[src/hw/rtl/ssi_pkg.sv]
// Shared types and codes for the sorted set insert block.
`timescale 1ns / 1ps
`default_nettype none

package ssi_pkg;

    // result status codes
    localparam logic [1:0] ST_INSERTED  = 2'd0;
    localparam logic [1:0] ST_DUPLICATE = 2'd1;
    localparam logic [1:0] ST_FULL      = 2'd2;

    // width of the position and count result fields
    localparam int unsigned FIELD_W = 7;

    // compare flags one cell reports about its stored key versus the new key
    typedef struct packed {
        logic lt;   // occupied and stored key below the new key
        logic eq;   // occupied and stored key equal to the new key
    } ssi_cmp_t;

endpackage

`default_nettype wire

[src/hw/rtl/sorted_set_insert_top.sv]
// Sorted set insert: top level with the cell chain, fill count and result register.
//
// Keeps an ascending set of unique keys in a chain of DEPTH cells.
// Input channel: key, start_new with in_valid / in_stall. Output channel:
// status, position, count with out_valid / out_stall. A transfer happens on
// a rising edge where valid is high and stall is low.
// Every cell compares its key with the incoming key in the same cycle; the
// chain shifts larger keys up one cell and drops the new key into place at
// the accepting edge. The result is registered, and one key is taken every
// cycle while in_stall is low, set by the single compare-and-shift pass
// through the chain and the position encoder behind it.
// start_new empties the set before its key is handled.
// When the receiver stalls with a result pending, in_stall is raised and
// no new key is taken until the result transfers.
// Reset clears the fill count and the output valid; the cell contents are
// not cleared since slots at or above the count are never looked at.
`timescale 1ns / 1ps
`default_nettype none

module sorted_set_insert_top
    import ssi_pkg::*;
#(
    parameter int unsigned DEPTH     = 64,
    parameter int unsigned KEY_WIDTH = 16
) (
    input  wire logic               clk,
    input  wire logic               rst_n,
    input  wire logic               in_valid,
    output logic                    in_stall,
    input  wire logic [15:0]        key,
    input  wire logic               start_new,
    output logic                    out_valid,
    input  wire logic               out_stall,
    output logic [1:0]              status,
    output logic [FIELD_W-1:0]      position,
    output logic [FIELD_W-1:0]      count
);

    localparam int unsigned CNT_W = $clog2(DEPTH + 1);

    logic [KEY_WIDTH-1:0] new_key;
    logic                 accept;
    logic [CNT_W-1:0]     fill_count_reg;
    logic [CNT_W-1:0]     fill_count_next;
    logic [CNT_W-1:0]     eff_count;
    logic                 out_valid_reg;
    logic                 out_valid_next;
    logic [1:0]           status_reg;
    logic [1:0]           status_next;
    logic [FIELD_W-1:0]   position_reg;
    logic [FIELD_W-1:0]   position_next;
    logic [FIELD_W-1:0]   count_reg;
    logic [FIELD_W-1:0]   count_next;
    logic                 any_eq;
    logic                 is_full;
    logic                 do_insert;
    logic [CNT_W-1:0]     ins_pos;

    ssi_cmp_t             cmp      [DEPTH];
    logic [KEY_WIDTH-1:0] entry    [DEPTH];
    logic                 prev_lt  [DEPTH];
    logic [KEY_WIDTH-1:0] prev_ent [DEPTH];
    logic [DEPTH-1:0]     occ;
    logic [DEPTH-1:0]     first_ge;

    assign new_key   = KEY_WIDTH'(key);
    assign in_stall  = out_valid_reg && out_stall;
    assign accept    = in_valid && !in_stall;
    assign eff_count = start_new ? '0 : fill_count_reg;

    genvar gi;
    generate
        for (gi = 0; gi < DEPTH; gi++)
        begin : g_cell
            assign occ[gi] = (CNT_W'(gi) < eff_count);
            if (gi == 0)
            begin : g_first
                assign prev_lt[gi]  = 1'b1;
                assign prev_ent[gi] = new_key;
            end
            else
            begin : g_rest
                assign prev_lt[gi]  = cmp[gi-1].lt;
                assign prev_ent[gi] = entry[gi-1];
            end
            assign first_ge[gi] = prev_lt[gi] && !cmp[gi].lt;

            ssi_cell #(
                .KEY_WIDTH (KEY_WIDTH)
            ) u_cell (
                .clk        (clk),
                .new_key    (new_key),
                .occupied   (occ[gi]),
                .load       (do_insert),
                .prev_lt    (prev_lt[gi]),
                .prev_entry (prev_ent[gi]),
                .cmp        (cmp[gi]),
                .entry      (entry[gi])
            );
        end
    endgenerate

    // lt flags form a thermometer, so at most one cell sees the boundary
    always_comb
    begin
        any_eq  = 1'b0;
        ins_pos = '0;
        for (int i = 0; i < DEPTH; i++)
        begin
            any_eq = any_eq | cmp[i].eq;
            if (first_ge[i])
                ins_pos = ins_pos | CNT_W'(i);
        end
    end

    assign is_full   = (eff_count == CNT_W'(DEPTH));
    assign do_insert = accept && !any_eq && !is_full;

    always_comb
    begin
        fill_count_next = fill_count_reg;
        status_next     = status_reg;
        position_next   = position_reg;
        count_next      = count_reg;
        if (accept)
        begin
            if (any_eq)
            begin
                status_next     = ST_DUPLICATE;
                position_next   = '0;
                fill_count_next = eff_count;
            end
            else if (is_full)
            begin
                status_next     = ST_FULL;
                position_next   = '0;
                fill_count_next = eff_count;
            end
            else
            begin
                status_next     = ST_INSERTED;
                position_next   = FIELD_W'(ins_pos);
                fill_count_next = eff_count + CNT_W'(1);
            end
            count_next = FIELD_W'(fill_count_next);
        end
    end

    always_comb
    begin
        if (accept)
            out_valid_next = 1'b1;
        else if (!out_stall)
            out_valid_next = 1'b0;
        else
            out_valid_next = out_valid_reg;
    end

    always_ff @(posedge clk or negedge rst_n)
    begin
        if (!rst_n)
        begin
            fill_count_reg <= '0;
            out_valid_reg  <= 1'b0;
        end
        else
        begin
            fill_count_reg <= fill_count_next;
            out_valid_reg  <= out_valid_next;
        end
    end

    always_ff @(posedge clk)
    begin
        status_reg   <= status_next;
        position_reg <= position_next;
        count_reg    <= count_next;
    end

    assign out_valid = out_valid_reg;
    assign status    = status_reg;
    assign position  = position_reg;
    assign count     = count_reg;

endmodule

`default_nettype wire

[src/hw/rtl/ssi_cell.sv]
// One slot of the sorted chain: compare, hold, or take the key or the lower neighbor's entry.
`timescale 1ns / 1ps
`default_nettype none

module ssi_cell
    import ssi_pkg::*;
#(
    parameter int unsigned KEY_WIDTH = 16
) (
    input  wire logic                 clk,
    input  wire logic [KEY_WIDTH-1:0] new_key,
    input  wire logic                 occupied,
    input  wire logic                 load,
    input  wire logic                 prev_lt,
    input  wire logic [KEY_WIDTH-1:0] prev_entry,
    output ssi_cmp_t                  cmp,
    output logic      [KEY_WIDTH-1:0] entry
);

    logic [KEY_WIDTH-1:0] entry_reg;
    logic [KEY_WIDTH-1:0] entry_next;

    assign cmp.lt = occupied && (entry_reg < new_key);
    assign cmp.eq = occupied && (entry_reg == new_key);
    assign entry  = entry_reg;

    // keys below the new one stay, the slot at the ordered position takes
    // the key, everything above moves up one place
    always_comb
    begin
        if (cmp.lt)
            entry_next = entry_reg;
        else if (prev_lt)
            entry_next = new_key;
        else
            entry_next = prev_entry;
    end

    always_ff @(posedge clk)
    begin
        if (load)
            entry_reg <= entry_next;
    end

endmodule

`default_nettype wire

[config.mk]
export PLATFORM = sky130hd
export DESIGN_NAME = sorted_set_insert_top
export DESIGN_NICKNAME = d
export VERILOG_FILES = /design/src/hw/rtl/ssi_pkg.sv /design/src/hw/rtl/sorted_set_insert_top.sv /design/src/hw/rtl/ssi_cell.sv
export SDC_FILE = /design/constraint.sdc
export NUM_CORES = 2
export LEC_CHECK = 0
export ABC_CLOCK_PERIOD_IN_PS = 4450
export BUFFER_PORTS_ARGS = -buffer_cell sky130_fd_sc_hd__buf_2
export CAP_MARGIN = 25
export CORE_UTILIZATION = 40
export DETAILED_ROUTE_END_ITERATION = 10
export GPL_TIMING_DRIVEN = 0
export PLACE_DENSITY_LB_ADDON = 0.25
export SETUP_SLACK_MARGIN = 0.05
export SYNTH_ARGS = -nofsm -noshare
export SYNTH_HDL_FRONTEND = slang
export SYNTH_SLANG_ARGS = --single-unit
[constraint.sdc]
create_clock -name clk -period 4.45 [get_ports clk]
set_clock_uncertainty 0.05 [all_clocks]
set_input_delay 0.6675 -clock clk [delete_from_list [all_inputs] [get_ports clk]]
set_output_delay 0.6675 -clock clk [all_outputs]
set_load 0.005 [all_outputs]
==> results.md <==
- The run finished, with violations left.
- The checks that failed: setup timing.
- The largest area contributor in the synthesized netlist is edfxtp_1.
- The first TritonRoute pass finished after 7 iterations.
- The portion of synthesized area spent on multiplexers is 9.62%.
- In this run the deepest clock path goes through 3 buffers.
- The cell area after synthesis is 0.0672 sq mm.
- The proportion of synthesized chip area in sequential cells is a little under half.
- Setup repair after global routing could not meet its margin everywhere.
- The via count of the first global-routing pass came to between 50000 and 60000.
- The count of standard-cell rows is 150.
- The tree is rooted in a clkbuf_16.
- After detailed routing, the number of vias per cell comes to around 6.4.
- The switching share of power is between 30% and 40%.
- Counting both buffers and inverters, the worst setup path holds a total of 2.
- The summed negative setup slack over all endpoints is -15.64 ns.
- The net switching power is roughly 11 mW.
- In this run, distinct cell masters in the synthesized netlist total 83.
- Clock tree synthesis inserted a total of 121 buffers.
- The placeable core area is 0.167 sq mm.
- Data arrives at the worst endpoint at 4.96 ns.
- The total power of the final layout is between 30 and 40 mW.
- CTS built an H-tree with a depth of 3.
- For this run, the number of Yosys warnings is 0.
- The areal power density over the cells is 416 mW/mm^2.
- The transition time at the pin with the least slew margin is 1.21 ns.
- The final count of hold timing violations is 0.
- After synthesis, the most frequently instantiated cells are edfxtp_1, ha_1, nand2_1.
- Yosys attributes the largest share of cell area to edfxtp_1, ha_1, mux2_2.
- The routed design uses 33400 microns of met3 wire.
- Clock-pin slew was measured on the worst setup and hold paths at 0.07 ns.
- The portion of total power attributed to the clock network is 30.6%.
- The DRC violation count after routing is 0.
- The startpoint-to-endpoint class of the critical path is register to register.
- The post-synthesis share of cell area spent on and, or, nand and nor gates is approximately a tenth.
- Across the run, the number of max-cap violations was 0.
- The worst-case setup slack after placement is -3.74 ns.
- The floorplan die height is between 400 and 500 microns.
- Counting every sink on the clock net gives 1047.
- The combinational share of power is 28.2%.
- The worst ir drop on vdd is 0.348 mV.
- The worst setup path is captured at a register.
- The post-route antenna net violation count is 0.
- The synthesized area per cell is about 12 sq um.
- On the worst path, the slowest cell contributes a delay of between 0.7 and 0.8 ns.
- The synthesized netlist devotes 0.0391% of its cell area to XOR and XNOR gates.
- TritonCTS built the clock tree.
- The synthesized netlist net count is 6888.
- The critical path data required time is 4.87 ns.
- The post-layout worst setup margin is -0.0891 ns.
- The die is slightly above 400 microns wide.
- During placement, the flow inserted port buffers numbering 37.
- The share of the synthesized area in compound gates (AO/OA/AOI/OAI) is 11.7%.
- The most common cell in the synthesized netlist is edfxtp_1.
- The total wirelength of the detailed-routed design is 285000 microns.
- The register with the most flip-flops in the layout has 1024 of them.
- Summing all non-filler instances in the final layout gives an area of ~0.079 sq mm.
- For the worst-skew pair, the clock arrives at the later sink with an insertion delay of 0.83 ns.
- Headroom to the max-slew limit came out at 19.2%.
- Pin placement for this block handled 39 I/O pins.
- The die footprint is 0.170 sq mm.
- The most used flip-flop cell after synthesis is edfxtp_1.
- The final core utilization is 47.3%.
- By instance count, the cell type seen most on the critical path is buf_4.
- The largest net degree at the start of global routing is 38.
- Yosys mapped a number of flops with a built-in enable equal to 1039.
- The tightest min-delay check is of the input pin to register type.
- The global-route wire length before repair is 392000 microns.
- The congestion estimate from routability-driven global placement came to 0.965.
- Setup violations remaining at the end of the flow were counted as 622.
- After Yosys synthesis, full adders, half adders and majority gates account for 19.1% of the synthesized area.
- The dominant delay contributor by cell family on the critical path is compound AO/OA/AOI/OAI gates.
- The critical path goes through buf_4 -> nand4b_1 -> buf_4 -> a21oi_4 -> or3b_2 -> a2111o_1 -> nand2b_1 -> a21boi_0 -> and4_1 -> a31oi_2.
- The internal power component is 21.9 mW.
- The number of antenna violations at the first check in global routing is 41.
- The global-route usage over all layers is 32.9%.
- In this run the static leakage power is 30.7 nW.
- Based on the critical path, the design can be clocked at up to 220 MHz.
- The worst-path maximum fanout is 10.
- The slowest stage of the critical path belongs to the cell a21boi_0.
- The violation count after the first detailed-routing iteration is 7639.
- For this configuration, the core starts out at a cell density of 40.2%.
- The placed instance area is between 0.07 and 0.08 sq mm.
- The post-synthesis to final-layout area growth is 17.5%.
- Counting flops with an async set or reset pin after synthesis yields a share of 0.764%.
- The share of the synthesized area in the top cell type is 46.4%.
- After detailed routing, the met2 layer carries roughly 120000 microns of wire.
- STA classifies the critical path startpoint as a register.
- In the final routed layout, each cell accounts on average for around 33 microns.
- The synthesized design contains 1047 register bits.
- Counting every instance in the synthesized netlist gives roughly 5800.
- After detailed routing, no signal wire sits above met5.
- For this block, wires on met1 add up to 108000 microns.
- The main combinational cell family by area after synthesis is adder cells.
- For this run the aggregate overflow at the end of global routing stands at 0.
- Counting I/O delays and the setup requirement, the final critical path takes 4.54 ns.
- The total half-perimeter wirelength after legalization and detailed placement is 179000 microns.
- In the finished design, the share of the clock period the worst path needs comes to 102%.
- The detailed router placed 54915 vias in this run.
- The post-route netlist has 19.9% of its cells at a drive strength greater than 1.
- The proportion of power drawn by flip-flops and latches is 41.1%.
- The number of nets in the final layout is 7255.
- The final-report max-slew violation count is 0.
## metrics by stage
step,std cells,hold slack [ns]
final,8525,0.0332
after global routing,8507,0.0386
after CTS,8487,0.00560
after detailed placement,8151,0.469
after global placement,8084,0.457
after floorplan,5843,0.322
## cell families (layout without fill, tap and decap cells)
| kind of cell | Yosys count | after routing |
|---|---|---|
| adders and majority gates | 1024 | 1024 |
| muxes | 575 | 575 |
| buffers and inverters | 401 | 860 |
| xor gates and xnor gates | 3 | 3 |
| DFF | 1047 | 1047 |
| and+or+nand+nor | 1410 | 1410 |
| AOI/OAI and AO/OA | 1382 | 1382 |
| other | 1 | 20 |
## layout make-up
class                           instances  area, sq um
Clock inverter                         60          637
Inverter                              111          587
Fill cell                           14959        88000
Tap cell                             2204         2760
Sequential cell                      1047        31400
Antenna cell                           19         47.5
Clock buffer                          155         3230
Buffer                                285         1720
Timing Repair Buffer                  249         3250
Multi-Input combinational cell       4395        35400
## layer usage
metal  track usage, %  vias to the layer above
li1                 -                    23362
met3             10.3                      999
met1             40.5                    27087
met5                0                        -
met2             49.0                     3449
met4             22.5                       18
## power groups by stage
stage / combinational (mW) / sequential (mW) / clock [mW]
2_1_floorplan: 5.33 / 13.3 / 0
6_report: 9.28 / 13.5 / 10.1
3_5_place_dp: 8.04 / 13.7 / 0
5_1_grt: 9.91 / 13.6 / 10.4
4_1_cts: 8.88 / 13.5 / 10.1
3_3_place_gp: 7.70 / 13.7 / 0
## final timing paths
path | start | slack, ns | cells after the start | end
worst max-delay path | fill_count_reg[3] | -0.09 | 10 | position[3]
worst min-delay path | in_valid | 0.03 | 2 | out_valid
worst max register to register | fill_count_reg[3] | -0.09 | 10 | position[3]
worst min register to register | g_cell[2].u_cell.entry[10] | 0.47 | 2 | g_cell[3].u_cell.entry[10]
max in group asynchronous | rst_n | 3.74 | 2 | out_valid
min in group asynchronous | rst_n | 0.28 | 2 | fill_count_reg[0]
## placed cells by master (no fill, tap or decap), types with 10 or more instances in the layout
master	count
a211oi_1	27
a21o_1	74
a21oi_1	429
and4_1	27
buf_1	24
buf_12	66
buf_2	64
buf_4	63
buf_8	48
bufinv_16	10
clkbuf_1	207
clkbuf_16	147
clkbuf_2	19
clkbuf_8	31
clkinv_1	21
clkinv_2	14
clkinv_8	13
diode_2	19
edfxtp_1	1039
ha_1	1024
inv_1	96
mux2_2	569
nand2_1	628
nand2b_1	28
nand3_1	45
nand4_1	225
nor2_1	90
nor2_4	38
nor2b_1	112
nor2b_4	26
nor3_1	32
nor4_1	26
nor4_2	14
o2111ai_1	12
o211ai_1	55
o21a_1	17
o21ai_0	605
o31a_1	11
or3_1	12
or4_1	18
## repair_timing
| action | in CTS | in global routing |
|---|---|---|
| pin swaps | 32 | 10 |
| endpoints found under the hold margin | 8 | 0 |
| gates resized for setup | 198 | 66 |
| buffers inserted | 96 | 17 |
| gates cloned | 28 | 1 |
| endpoints found under the setup margin | 2054 | 1079 |
| hold buffers | 1 | 0 |
No activity file was read; power rests on OpenSTA's default activity.
